==> src/rtl/erd_pkg.sv <==
// Shared types, constants and header tables of the exchange response deframer.
// No dependencies; imported by every module of the block.
package erd_pkg;

   // Id field sizes in bytes (each 1..8); only the low four bytes of an id are kept.
   localparam int CLIENT_ID_BYTES = 4;
   localparam int ORDER_ID_BYTES  = 4;
   localparam int OK_ID_TOTAL     = CLIENT_ID_BYTES + ORDER_ID_BYTES;
   localparam int ID_W            = 32;
   localparam int ID_LANES        = ID_W / 8;

   localparam int OK_HDR_LEN  = 12;
   localparam int ERR_HDR_LEN = 15;
   localparam int POS_W       = 8;
   localparam int HDR_IDX_W   = 4;

   localparam logic [7:0] NEWLINE_CHAR = 8'h0A;
   localparam logic [7:0] GARBAGE_RESET = 8'd64;

   // Frame kind codes.
   localparam logic [1:0] KIND_OK   = 2'd0;
   localparam logic [1:0] KIND_ERR  = 2'd1;
   localparam logic [1:0] KIND_DROP = 2'd2;

   // Register index decode (address bit 2).
   localparam logic CSR_IDX_GARBAGE = 1'b0;

   typedef enum logic [1:0] {
      PH_HEADER,
      PH_OK,
      PH_ERR,
      PH_DROP
   } phase_type;

   typedef struct packed {
      logic [1:0]      frame_kind;
      logic [ID_W-1:0] client_ident;
      logic [ID_W-1:0] order_ident;
      logic [7:0]      message_length;
      logic            message_too_long;
   } result_type;

   // "EXCHANGE\nOK\n"
   function automatic logic [7:0] ok_hdr_char(input logic [HDR_IDX_W-1:0] idx);
      logic [7:0] c;
      unique case (idx)
         4'd0:    c = "E";
         4'd1:    c = "X";
         4'd2:    c = "C";
         4'd3:    c = "H";
         4'd4:    c = "A";
         4'd5:    c = "N";
         4'd6:    c = "G";
         4'd7:    c = "E";
         4'd8:    c = NEWLINE_CHAR;
         4'd9:    c = "O";
         4'd10:   c = "K";
         4'd11:   c = NEWLINE_CHAR;
         default: c = 8'h00;
      endcase
      return c;
   endfunction

   // "EXCHANGE\nERROR\n"
   function automatic logic [7:0] err_hdr_char(input logic [HDR_IDX_W-1:0] idx);
      logic [7:0] c;
      unique case (idx)
         4'd0:    c = "E";
         4'd1:    c = "X";
         4'd2:    c = "C";
         4'd3:    c = "H";
         4'd4:    c = "A";
         4'd5:    c = "N";
         4'd6:    c = "G";
         4'd7:    c = "E";
         4'd8:    c = NEWLINE_CHAR;
         4'd9:    c = "E";
         4'd10:   c = "R";
         4'd11:   c = "R";
         4'd12:   c = "O";
         4'd13:   c = "R";
         4'd14:   c = NEWLINE_CHAR;
         default: c = 8'h00;
      endcase
      return c;
   endfunction

endpackage

==> src/rtl/erd_parse.sv <==
// Frame parser core: header match, id collection, message count, drop count.
// Depends on erd_pkg; one byte per step, emits at most one result per step.
module erd_parse (
   input  logic               clock,
   input  logic               reset,
   input  logic               step,
   input  logic [7:0]         data_byte,
   input  logic [7:0]         garbage_frame_bytes,
   output logic               emit,
   output erd_pkg::result_type result
);
   import erd_pkg::*;

   phase_type          phase_ff, phase_in;
   logic [POS_W-1:0]   pos_ff, pos_in, pos_inc;
   logic               okm_ff, okm_in, errm_ff, errm_in;
   logic               ok_hit, err_hit;
   logic [ID_W-1:0]    client_ff, client_in, order_ff, order_in;
   logic [7:0]         cnt_ff, cnt_in;
   logic               ovf_ff, ovf_in;

   always_ff @(posedge clock) begin
      if (reset) begin
         phase_ff  <= PH_HEADER;
         pos_ff    <= '0;
         okm_ff    <= 1'b1;
         errm_ff   <= 1'b1;
         client_ff <= '0;
         order_ff  <= '0;
         cnt_ff    <= '0;
         ovf_ff    <= 1'b0;
      end else begin
         phase_ff  <= phase_in;
         pos_ff    <= pos_in;
         okm_ff    <= okm_in;
         errm_ff   <= errm_in;
         client_ff <= client_in;
         order_ff  <= order_in;
         cnt_ff    <= cnt_in;
         ovf_ff    <= ovf_in;
      end
   end

   always_comb begin
      pos_inc = pos_ff + POS_W'(1);
      ok_hit  = okm_ff && (pos_ff < POS_W'(OK_HDR_LEN))
                && (data_byte == ok_hdr_char(pos_ff[HDR_IDX_W-1:0]));
      err_hit = errm_ff && (pos_ff < POS_W'(ERR_HDR_LEN))
                && (data_byte == err_hdr_char(pos_ff[HDR_IDX_W-1:0]));

      phase_in  = phase_ff;
      pos_in    = pos_ff;
      okm_in    = okm_ff;
      errm_in   = errm_ff;
      client_in = client_ff;
      order_in  = order_ff;
      cnt_in    = cnt_ff;
      ovf_in    = ovf_ff;
      emit      = 1'b0;
      result    = '0;

      if (step) begin
         unique case (phase_ff)
            PH_HEADER: begin
               okm_in  = ok_hit;
               errm_in = err_hit;
               pos_in  = pos_inc;
               priority if (ok_hit && pos_inc == POS_W'(OK_HDR_LEN)) begin
                  phase_in  = PH_OK;
                  pos_in    = '0;
                  client_in = '0;
                  order_in  = '0;
               end else if (err_hit && pos_inc == POS_W'(ERR_HDR_LEN)) begin
                  phase_in = PH_ERR;
                  pos_in   = '0;
                  cnt_in   = '0;
                  ovf_in   = 1'b0;
               end else if (!ok_hit && !err_hit) begin
                  phase_in = PH_DROP;
                  if (pos_inc >= garbage_frame_bytes) begin
                     emit              = 1'b1;
                     result.frame_kind = KIND_DROP;
                  end
               end
            end
            PH_OK: begin
               // Little-endian lanes; bytes past the fourth are consumed only.
               for (int i = 0; i < ID_LANES; i++) begin
                  if (i < CLIENT_ID_BYTES && pos_ff == POS_W'(i))
                     client_in[8*i +: 8] = data_byte;
                  if (i < ORDER_ID_BYTES && pos_ff == POS_W'(CLIENT_ID_BYTES + i))
                     order_in[8*i +: 8] = data_byte;
               end
               pos_in = pos_inc;
               if (pos_inc >= POS_W'(OK_ID_TOTAL)) begin
                  emit                = 1'b1;
                  result.frame_kind   = KIND_OK;
                  result.client_ident = client_in;
                  result.order_ident  = order_in;
               end
            end
            PH_ERR: begin
               if (data_byte == NEWLINE_CHAR) begin
                  emit                    = 1'b1;
                  result.frame_kind       = KIND_ERR;
                  result.message_length   = cnt_ff;
                  result.message_too_long = ovf_ff;
               end else if (cnt_ff == 8'hFF) begin
                  ovf_in = 1'b1;
               end else begin
                  cnt_in = cnt_ff + 8'd1;
               end
            end
            PH_DROP: begin
               pos_in = pos_inc;
               if (pos_inc >= garbage_frame_bytes || pos_inc == '0) begin
                  emit              = 1'b1;
                  result.frame_kind = KIND_DROP;
               end
            end
         endcase

         // Start a new frame after any result.
         if (emit) begin
            phase_in  = PH_HEADER;
            pos_in    = '0;
            okm_in    = 1'b1;
            errm_in   = 1'b1;
            client_in = '0;
            order_in  = '0;
            cnt_in    = '0;
            ovf_in    = 1'b0;
         end
      end
   end

endmodule

==> src/rtl/erd_rsp_queue.sv <==
// Two-slot result buffer: head register drives the port, spare absorbs a stall.
// Depends on erd_pkg for the result struct.
module erd_rsp_queue (
   input  logic                clock,
   input  logic                reset,
   input  logic                push,
   input  erd_pkg::result_type push_data,
   output logic                space,
   output logic                out_valid,
   input  logic                out_ready,
   output erd_pkg::result_type out_data
);
   import erd_pkg::*;

   result_type head_ff, head_in, spare_ff, spare_in;
   logic       head_v_ff, head_v_in, spare_v_ff, spare_v_in;
   logic       pop;

   assign pop       = head_v_ff && out_ready;
   assign space     = !spare_v_ff || out_ready;
   assign out_valid = head_v_ff;
   assign out_data  = head_ff;

   always_comb begin
      head_in    = head_ff;
      head_v_in  = head_v_ff;
      spare_in   = spare_ff;
      spare_v_in = spare_v_ff;
      if (pop) begin
         head_in    = spare_ff;
         head_v_in  = spare_v_ff;
         spare_v_in = 1'b0;
      end
      if (push) begin
         if (!head_v_in) begin
            head_in   = push_data;
            head_v_in = 1'b1;
         end else begin
            spare_in   = push_data;
            spare_v_in = 1'b1;
         end
      end
   end

   always_ff @(posedge clock) begin
      if (reset) begin
         head_v_ff  <= 1'b0;
         spare_v_ff <= 1'b0;
      end else begin
         head_v_ff  <= head_v_in;
         spare_v_ff <= spare_v_in;
      end
   end

   always_ff @(posedge clock) begin
      head_ff  <= head_in;
      spare_ff <= spare_in;
   end

endmodule

==> src/rtl/exchange_response_deframer_unit.sv <==
// Exchange response deframer top level: request register, parser, result buffer, CSR.
// Depends on erd_pkg, erd_parse and erd_rsp_queue.
//
// Takes the response stream one byte per request and returns one response per finished
// frame. A frame opening with "EXCHANGE\nOK\n" yields kind OK with the little-endian
// client and order ids; one opening with "EXCHANGE\nERROR\n" yields kind error with the
// message length up to the newline (saturating at 255, with a too-long flag); any other
// opening is dropped as one unrecognized frame of garbage_frame_bytes bytes (register 0,
// byte address 0, reset 64), counted from its first byte. Throughput is one byte per
// cycle while the result buffer has space: the parser handles each byte combinationally
// between the request register and the two-slot result buffer, which registers each
// response. Requests keep flowing while one response waits; the request side stalls
// only when both buffer slots are full and the response side is not ready.
// Write the register only while the block is idle.
module exchange_response_deframer_unit (
   input  logic        clock,
   input  logic        reset,
   // request channel
   input  logic        req_valid,
   output logic        req_ready,
   input  logic [7:0]  req_data_byte,
   // response channel
   output logic        rsp_valid,
   input  logic        rsp_ready,
   output logic [1:0]  rsp_frame_kind,
   output logic [31:0] rsp_client_ident,
   output logic [31:0] rsp_order_ident,
   output logic [7:0]  rsp_message_length,
   output logic        rsp_message_too_long,
   // configuration port
   input  logic        csr_psel,
   input  logic        csr_penable,
   input  logic        csr_pwrite,
   input  logic [2:0]  csr_paddr,
   input  logic [31:0] csr_pwdata,
   output logic [31:0] csr_prdata,
   output logic        csr_pready
);
   import erd_pkg::*;

   logic       in_valid_ff, in_valid_in;
   logic [7:0] in_byte_ff, in_byte_in;
   logic [7:0] garbage_ff, garbage_in;
   logic       step, space, emit, csr_write;
   result_type parse_result, head_result;

   // Advance the request register whenever the parser can take its byte.
   assign step      = in_valid_ff && space;
   assign req_ready = !in_valid_ff || step;

   always_comb begin
      in_valid_in = in_valid_ff;
      in_byte_in  = in_byte_ff;
      if (step)
         in_valid_in = 1'b0;
      if (req_valid && req_ready) begin
         in_valid_in = 1'b1;
         in_byte_in  = req_data_byte;
      end
   end

   always_ff @(posedge clock) begin
      if (reset) begin
         in_valid_ff <= 1'b0;
      end else begin
         in_valid_ff <= in_valid_in;
      end
   end

   always_ff @(posedge clock) begin
      in_byte_ff <= in_byte_in;
   end

   // CSR: one register; address bit 2 selects the index, other indices are ignored.
   assign csr_pready = 1'b1;
   assign csr_write  = csr_psel && csr_penable && csr_pwrite && csr_pready;

   always_comb begin
      garbage_in = garbage_ff;
      if (csr_write && csr_paddr[2] == CSR_IDX_GARBAGE)
         garbage_in = csr_pwdata[7:0];
   end

   always_ff @(posedge clock) begin
      if (reset) begin
         garbage_ff <= GARBAGE_RESET;
      end else begin
         garbage_ff <= garbage_in;
      end
   end

   assign csr_prdata = (csr_paddr[2] == CSR_IDX_GARBAGE) ? {24'd0, garbage_ff} : 32'd0;

   erd_parse u_parse (
      .clock               (clock),
      .reset               (reset),
      .step                (step),
      .data_byte           (in_byte_ff),
      .garbage_frame_bytes (garbage_ff),
      .emit                (emit),
      .result              (parse_result)
   );

   erd_rsp_queue u_rsp_queue (
      .clock     (clock),
      .reset     (reset),
      .push      (emit),
      .push_data (parse_result),
      .space     (space),
      .out_valid (rsp_valid),
      .out_ready (rsp_ready),
      .out_data  (head_result)
   );

   assign rsp_frame_kind       = head_result.frame_kind;
   assign rsp_client_ident     = head_result.client_ident;
   assign rsp_order_ident      = head_result.order_ident;
   assign rsp_message_length   = head_result.message_length;
   assign rsp_message_too_long = head_result.message_too_long;

endmodule

==> config.mk <==
export PLATFORM = sky130hd
export DESIGN_NAME = exchange_response_deframer_unit
export DESIGN_NICKNAME = d
export VERILOG_FILES = /design/src/rtl/erd_pkg.sv /design/src/rtl/erd_parse.sv /design/src/rtl/erd_rsp_queue.sv /design/src/rtl/exchange_response_deframer_unit.sv
export SDC_FILE = /design/constraint.sdc
export NUM_CORES = 1
export LEC_CHECK = 0
export BUFFER_PORTS_ARGS = -buffer_cell sky130_fd_sc_hd__buf_2
export CAP_MARGIN = 0
export CORE_MARGIN = 5
export CORE_UTILIZATION = 55
export DETAILED_ROUTE_END_ITERATION = 10
export PLACE_DENSITY = 0.76
export SLEW_MARGIN = 10
export SYNTH_ARGS = -nofsm -noshare
export SYNTH_HDL_FRONTEND = slang
export SYNTH_SLANG_ARGS = --single-unit
export TNS_END_PERCENT = 10
==> constraint.sdc <==
create_clock -name clock -period 8.25 [get_ports clock]
set_input_delay 0.4125 -clock clock [delete_from_list [all_inputs] [get_ports clock]]
set_output_delay 0.4125 -clock clock [all_outputs]
set_load 0.01 [all_outputs]
# ---- After elaboration in Yosys (flattened, before gate mapping)
# Memory sizes are Yosys's and may differ from the RTL's. A register that Yosys moved wholly into a read port is not among the register bits.
# Index checks and enable logic that the tools add are counted.
dict set report totals {
  regBits 254
  latch_bits 0
  ramBits 0
  mem_bits_ro 192
  in_bits 50
  out_inout_bits 110
  elab_cells 166
  n_memories 2
}
dict set report classes {
  n_addsub 2
  mul 0
  div 0
  order_cmp 4
  n_eq_ne 22
  shifts 0
  n_mux 75
  n_bitwise 1
  n_reduce_logical 37
}
# name depth width read_ports rd_ports_with_merged_regs wr line
set memory_table {}
lappend memory_table {{(no name shown)} 16 6 1 1 0 erd_pkg.sv:46} ;# unique case (idx)
lappend memory_table {{(no name shown)} 16 6 1 1 0 erd_pkg.sv:67} ;# unique case (idx)
# cell count
set ops {}
lappend ops {{$mux 75} 4}
lappend ops {{$mux 8} 17}
lappend ops {{$mux 64} 2}
lappend ops {{$pmux 32 s2} 2}
lappend ops {{$mux 32} 3}
lappend ops {{$eq 8x3->1 const B} 4}
lappend ops {{$pmux 8 s2} 2}
lappend ops {{$mux 1} 26}
lappend ops {{$eq 8x4->1 const B} 3}
lappend ops {{$mux 2} 10}
lappend ops {{$mux 9} 2}
lappend ops {{$add 8x1->8 const B} 2}
lappend ops {{$eq 8x2->1 const B} 2}
lappend ops {{$eq 8x8->1} 2}
lappend ops {{$logic_not 8->1} 2}
lappend ops {{$lt 8x4->1 const B} 2}
lappend ops {{$mux 4} 4}
lappend ops {{$logic_and 1x1->1} 13}
lappend ops {{$reduce_and 6->1} 2}
lappend ops {{$ne 3x1->1 const B} 3}
lappend ops {{$ne 3x3->1 const B} 3}
lappend ops {{$reduce_bool 3->1} 3}
lappend ops {{$eq 8x1->1 const B} 1}
lappend ops {{$eq 8x8->1 const B} 1}
lappend ops {{16 further kinds} 26}

# ---- Longest topological paths before layout
dict set report logic_depth {
  word_depth 14
  mapped_depth 20
  mapped_depth_nobuf 18
}

# ---- By module
# From an unflattened synthesis, not the netlist that was laid out.
dict set report unflattened {
  cells_unflattened 1141
  area_unflattened_um2 12404.4
}
# module n_inst cells_each area_per_inst_um2 seq_area_each_um2
set modules_own_cells {}
lappend modules_own_cells {erd_rsp_queue 1 330 5900.7 3793.6}
lappend modules_own_cells {erd_parse 1 727 5590.4 1941.9}
lappend modules_own_cells {exchange_response_deframer_unit 1 84 913.4 420.4}

# ---- Least setup slack after synthesis
# Ideal clock, no wire load.
dict set report synth_timing {
  path_kind {register to register}
  startpoint {reg u_parse.pos_ff[0]}
  endpoint {reg u_rsp_queue.spare_ff[0] (netlist bit) (enable)}
  setup_ns 0.510
  arrival_time_ns 5.737
  required_ns 7.740
  path_slack_ns 2.003
  path_stages_with_launch 13
  path_buffers 1
  synth_period_minus_slack_ns 6.247
  path_cell_list {dfxtp_1 nand2_1 or3_1 clkbuf_1 xnor2_1 ha_1 nand3_1 o21ai_0 a21oi_1 o221ai_1 a31oi_4 nand2b_1 nor2_1}
}
dict set report synth_between {
  elab_chain_len 12
  elab_cells_between_ends 28
  classes_between {1 x add/sub; 4 x order compare; 2 x eq/ne; 9 x mux; 12 x reduce/logical}
}
# element line
set synth_rtl {}
lappend synth_rtl {{start, declared} erd_parse.sv:15} ;# logic [POS_W-1:0] pos_ff, pos_in, pos_inc;
lappend synth_rtl {{start signal, assigned} erd_parse.sv:34} ;# pos_ff <= pos_in;
lappend synth_rtl {{parallel branches: the longest is 8 deep, another holds $add 8x1->8} -}
lappend synth_rtl {{$pmux 1 s4 (*)} erd_parse.sv:63} ;# unique case (phase_ff)
lappend synth_rtl {{$mux 1 (*) (2 in series)} erd_parse.sv:62} ;# if (step) begin
lappend synth_rtl {{$reduce_and 2->1 (no source line) (*)} -}
lappend synth_rtl {{end signal, assigned} erd_rsp_queue.sv:57} ;# spare_ff <= spare_in;
lappend synth_rtl {{end, declared} erd_rsp_queue.sv:15} ;# result_type head_ff, head_in, spare_ff, spare_in;
# Mark *: on every way between the ends. The select of a mux whose other input is x is not followed.
# A chain may end at the register's enable or synchronous reset.

==> metrics.md <==
| Metric | Value |
|---|---|
| Crit Path Max Fanout | `96` |
| Post-CTS setup buffers | `0` |
| Tmin final | `roughly 5500 ps` |
| Die Y | `between 150 and 200 µm` |
| RD Place Congestion | `around 0.84` |
| Nets@finish | `between 1k and 1.5k` |
| # DRC | `0` |
| CTS tree | `built` |
| PnR Total Power | `3.505 mW` |
| Post-route ant nets | `0` |
| Ant. Diodes | `0` |
| End point of the critical path | `u_rsp_queue.out_data[66]` |
| Placed cells | `~1.6k` |
| Mapped Area | `approximately 0.012 mm²` |
| Post-CTS Resized | `0` |
| Clock power share | `0.347` |
| Pwr/cell area | `~270 mW/mm²` |
| Net Switching | `between 0.9 and 1 mW` |
| Largest net degree at the start of global routing | `97` |
| Pleak | `around 5.7 nW` |
| CP endpoint kind | `flop` |
| Detailed Routing Iterations Pass 1 | `6` |
| Vias | `around 9.2k` |
| Num ports | `160` |
| Final number of setup-violating endpoints | `0` |
| WL per Instance | `16.97 µm` |
| Reg2Reg Launch Point | `u_parse.pos_ff[0]` |
| Worst slew pin tran | `approximately 1100 ps` |
| MaxCap Viol Count | `0` |
| Post-synth EDFFs | `83` |
| R2R cell count | `15` |
| Cell Area, Placed | `0.01231 mm²` |
| YS warnings | `0` |
| Final Worst Setup Slack | `2796 ps` |
| Core area | `about 0.021 mm²` |
| Top cell type's share of synthesized area | `0.3110` |
| Clock buffer count from CTS | `27` |
| DP Wirelength | `17510 µm` |
| DR iter-0 viols | `913` |
| VDD IR-drop max | `~0.15 mV` |
| # rows | `between 50 and 60` |
| Worst clock skew | `between 15 and 20 ps` |
| Post-synth ARST share | `0` |
| Layout filler cell count | `~1.8k` |
| Bufs on Longest Clock Path | `3` |
| CTS Sinks | `approximately 270` |
| Crit share post-route | `0.6611` |
| Sequential fraction of the synthesis area | `0.5226` |
| Crit path from | `u_parse.pos_ff[0]` |
| Initial antenna violation count | `0` |
| Worst EP arrival | `about 6000 ps` |
| WP data required | `around 8700 ps` |
| Sw Ratio | `0.2737` |
| Sequential Area | `between 0.006 and 0.007 mm²` |
| Fmax | `0.1833 GHz` |
| Hold bufs inserted after CTS | `0` |
| Layout cell share with drive strength beyond 1 | `0.1322` |
| Relative slew slack | `0.2726` |
| Worst r2r dst | `u_rsp_queue.out_data[66]` |
| Multi-input gate area | `between 0.005 and 0.006 mm²` |
| Synth top area cells | `dfxtp_1, edfxtp_1, a21oi_1` |
| Startpoint Class | `flop` |
| RSZ-0062 raised after global routing | `no` |
| Area Growth Syn to Fin | `12.06%` |
| Clock transition at path regs | `around 60 ps` |
| Total gr overflow | `0` |
| Die area | `0.02445 mm²` |
| Status | `completed` |
| CTS root buf | `clkbuf_16` |
| Gate power share | `0.178` |
| Dominant synthesized flop cell | `dfxtp_1` |
| Sequential Power Share | `0.475` |
| Worst-Skew Late Latency | `~530 ps` |
| Setup Slack @ Placement | `2954 ps` |
| Hold Vio Cnt, Final | `0` |
| Vias per inst | `about 5.6` |
| Yosys reg bits | `roughly 270` |
| Avg Cell Area, Syn | `roughly 9.3 µm²` |
| Cell area after layout | `about 0.013 mm²` |
| H-tree depth | `1` |
| Starting Density | `0.5586` |
| Die X | `roughly 160 µm` |
| Total track usage | `0.2201` |
| Setup total negative slack | `0 ps` |
| Power Internal | `about 2.5 mW` |
| HP Class | `in -> reg` |
| Yosys cell types | `64` |
| Final Non-Filler Cells | `~1.6k` |
| First-pass GRT wire length | `44440 µm` |
| Port Buf Inserts | `between 100 and 150` |
| Area leader, netlist | `dfxtp_1` |
| Post-Syn Instances | `around 1.3k` |
| Final slew viol count | `0` |
| Critical path class | `reg -> reg` |
| Vias in the first global route | `between 8k and 9k` |
| Final WL | `~28000 µm` |
| FF-to-FF setup slack | `2800 ps` |
==> layout by cell type (no fill, tap or decap), drive strengths merged, types with 20 or more instances in the layout <==
| cell | instances |
|---|---|
| inv | 22 |
| edfxtp | 83 |
| mux2i | 80 |
| nand2 | 185 |
| xnor2 | 21 |
| dfxtp | 183 |
| a21oi | 163 |
| nor2 | 189 |
| buf | 114 |
| clkbuf | 39 |
| conb | 25 |
| o21ai | 20 |
| a22oi | 68 |
==> final cells by class <==
cell class / instances / area share
well taps: 275 / 0.02607
inverters: 28 / 0.007962
flip-flops and latches: 266 / 0.4663
clock buffers: 39 / 0.05924
clock inverters: 11 / 0.008057
multi-input cells: 896 / 0.3880
repair buffers: 114 / 0.04436
==> power groups by stage <==
stage / Sequential [mW] / Clock (mW) / Combinational [mW]
global placement: 1.69 / 0 / 0.611
floorplan: 1.75 / 0 / 0.302
detailed placement: 1.69 / 0 / 0.631
CTS: 1.67 / 1.24 / 0.634
global route: 1.69 / 1.29 / 0.696
finish: 1.66 / 1.22 / 0.626
==> synth_stat cells, types with 10 or more instances <==
library cell	n
a21oi_1	161
a22oi_1	67
and2_1	10
and3_1	14
buf_2	21
buf_4	29
clkbuf_1	41
dfxtp_1	183
edfxtp_1	83
ha_1	19
inv_1	20
mux2i_1	80
nand2_1	185
nand3_1	13
nor2_1	188
o21ai_0	10
o21ai_1	10
xnor2_1	21
==> layer usage <==
metal | part of all wire | global-route usage
met2 | 0.46 | 0.3571
met4 | 0.017 | 0.04917
met5 | 0 | 0
met3 | 0.074 | 0.03540
met1 | 0.45 | 0.3131
==> flip-flops by register name, indices dropped and copies added (netlist names), 8 cells and up, named ones only <==
name,cells
garbage_ff,8
in_byte_ff,8
u_parse.client_ff,32
u_parse.cnt_ff,8
u_parse.order_ff,32
u_parse.pos_ff,8
u_rsp_queue.out_data,75
u_rsp_queue.spare_ff,75
==> per-stage QoR <==
stage          hold slack, ps  utilization
2_1_floorplan           431.8            -
3_3_place_gp            442.9       0.5838
3_5_place_dp            447.2       0.5838
4_1_cts                 38.38       0.6260
5_1_grt                 37.26       0.6260
6_report                56.88       0.6260
==> cells by family (layout without fill, tap and decap cells) <==
logic type               after synthesis  count (layout)  share of synthesized area
adder cells (fa/ha/maj)               19              19                    0.02018
buffers and inverters                125             192                    0.05194
flip-flops                           266             266                     0.5226
XOR/XNOR                              24              24                    0.01784
AO/OA/AOI/OAI                        278             278                     0.1426
AND/OR/NAND/NOR                      465             465                     0.1708
multiplexers                          85              85                    0.07339
other                                  2              25                  0.0006375
==> worst max-delay path, cell delays in order (launching register included) <==
cell	delay (ps)
dfxtp_1	480
ha_1	370
nand3_1	210
xnor2_1	310
ha_1	310
a21o_1	180
a21oi_1	120
o21ai_0	130
o31ai_1	480
o221ai_1	330
a31oi_4	520
nand2b_1	260
nand2b_4	780
buf_4	580
nor2_1	100
a21oi_1	130
==> how the worst min path moves through the flow <==
stage,cells after the start,slack (ps),from,endpoint
floorplan,2,430,u_parse.ovf_ff,u_parse.ovf_ff
global placement,2,440,garbage_ff[4],garbage_ff[4]
detailed placement,2,450,garbage_ff[7],garbage_ff[7]
CTS,1,40,req_data_byte[2],in_byte_ff[2]
global route,1,40,req_data_byte[5],in_byte_ff[5]
finish,1,60,req_data_byte[2],in_byte_ff[2]
No activity file was read; power rests on OpenSTA's default activity.
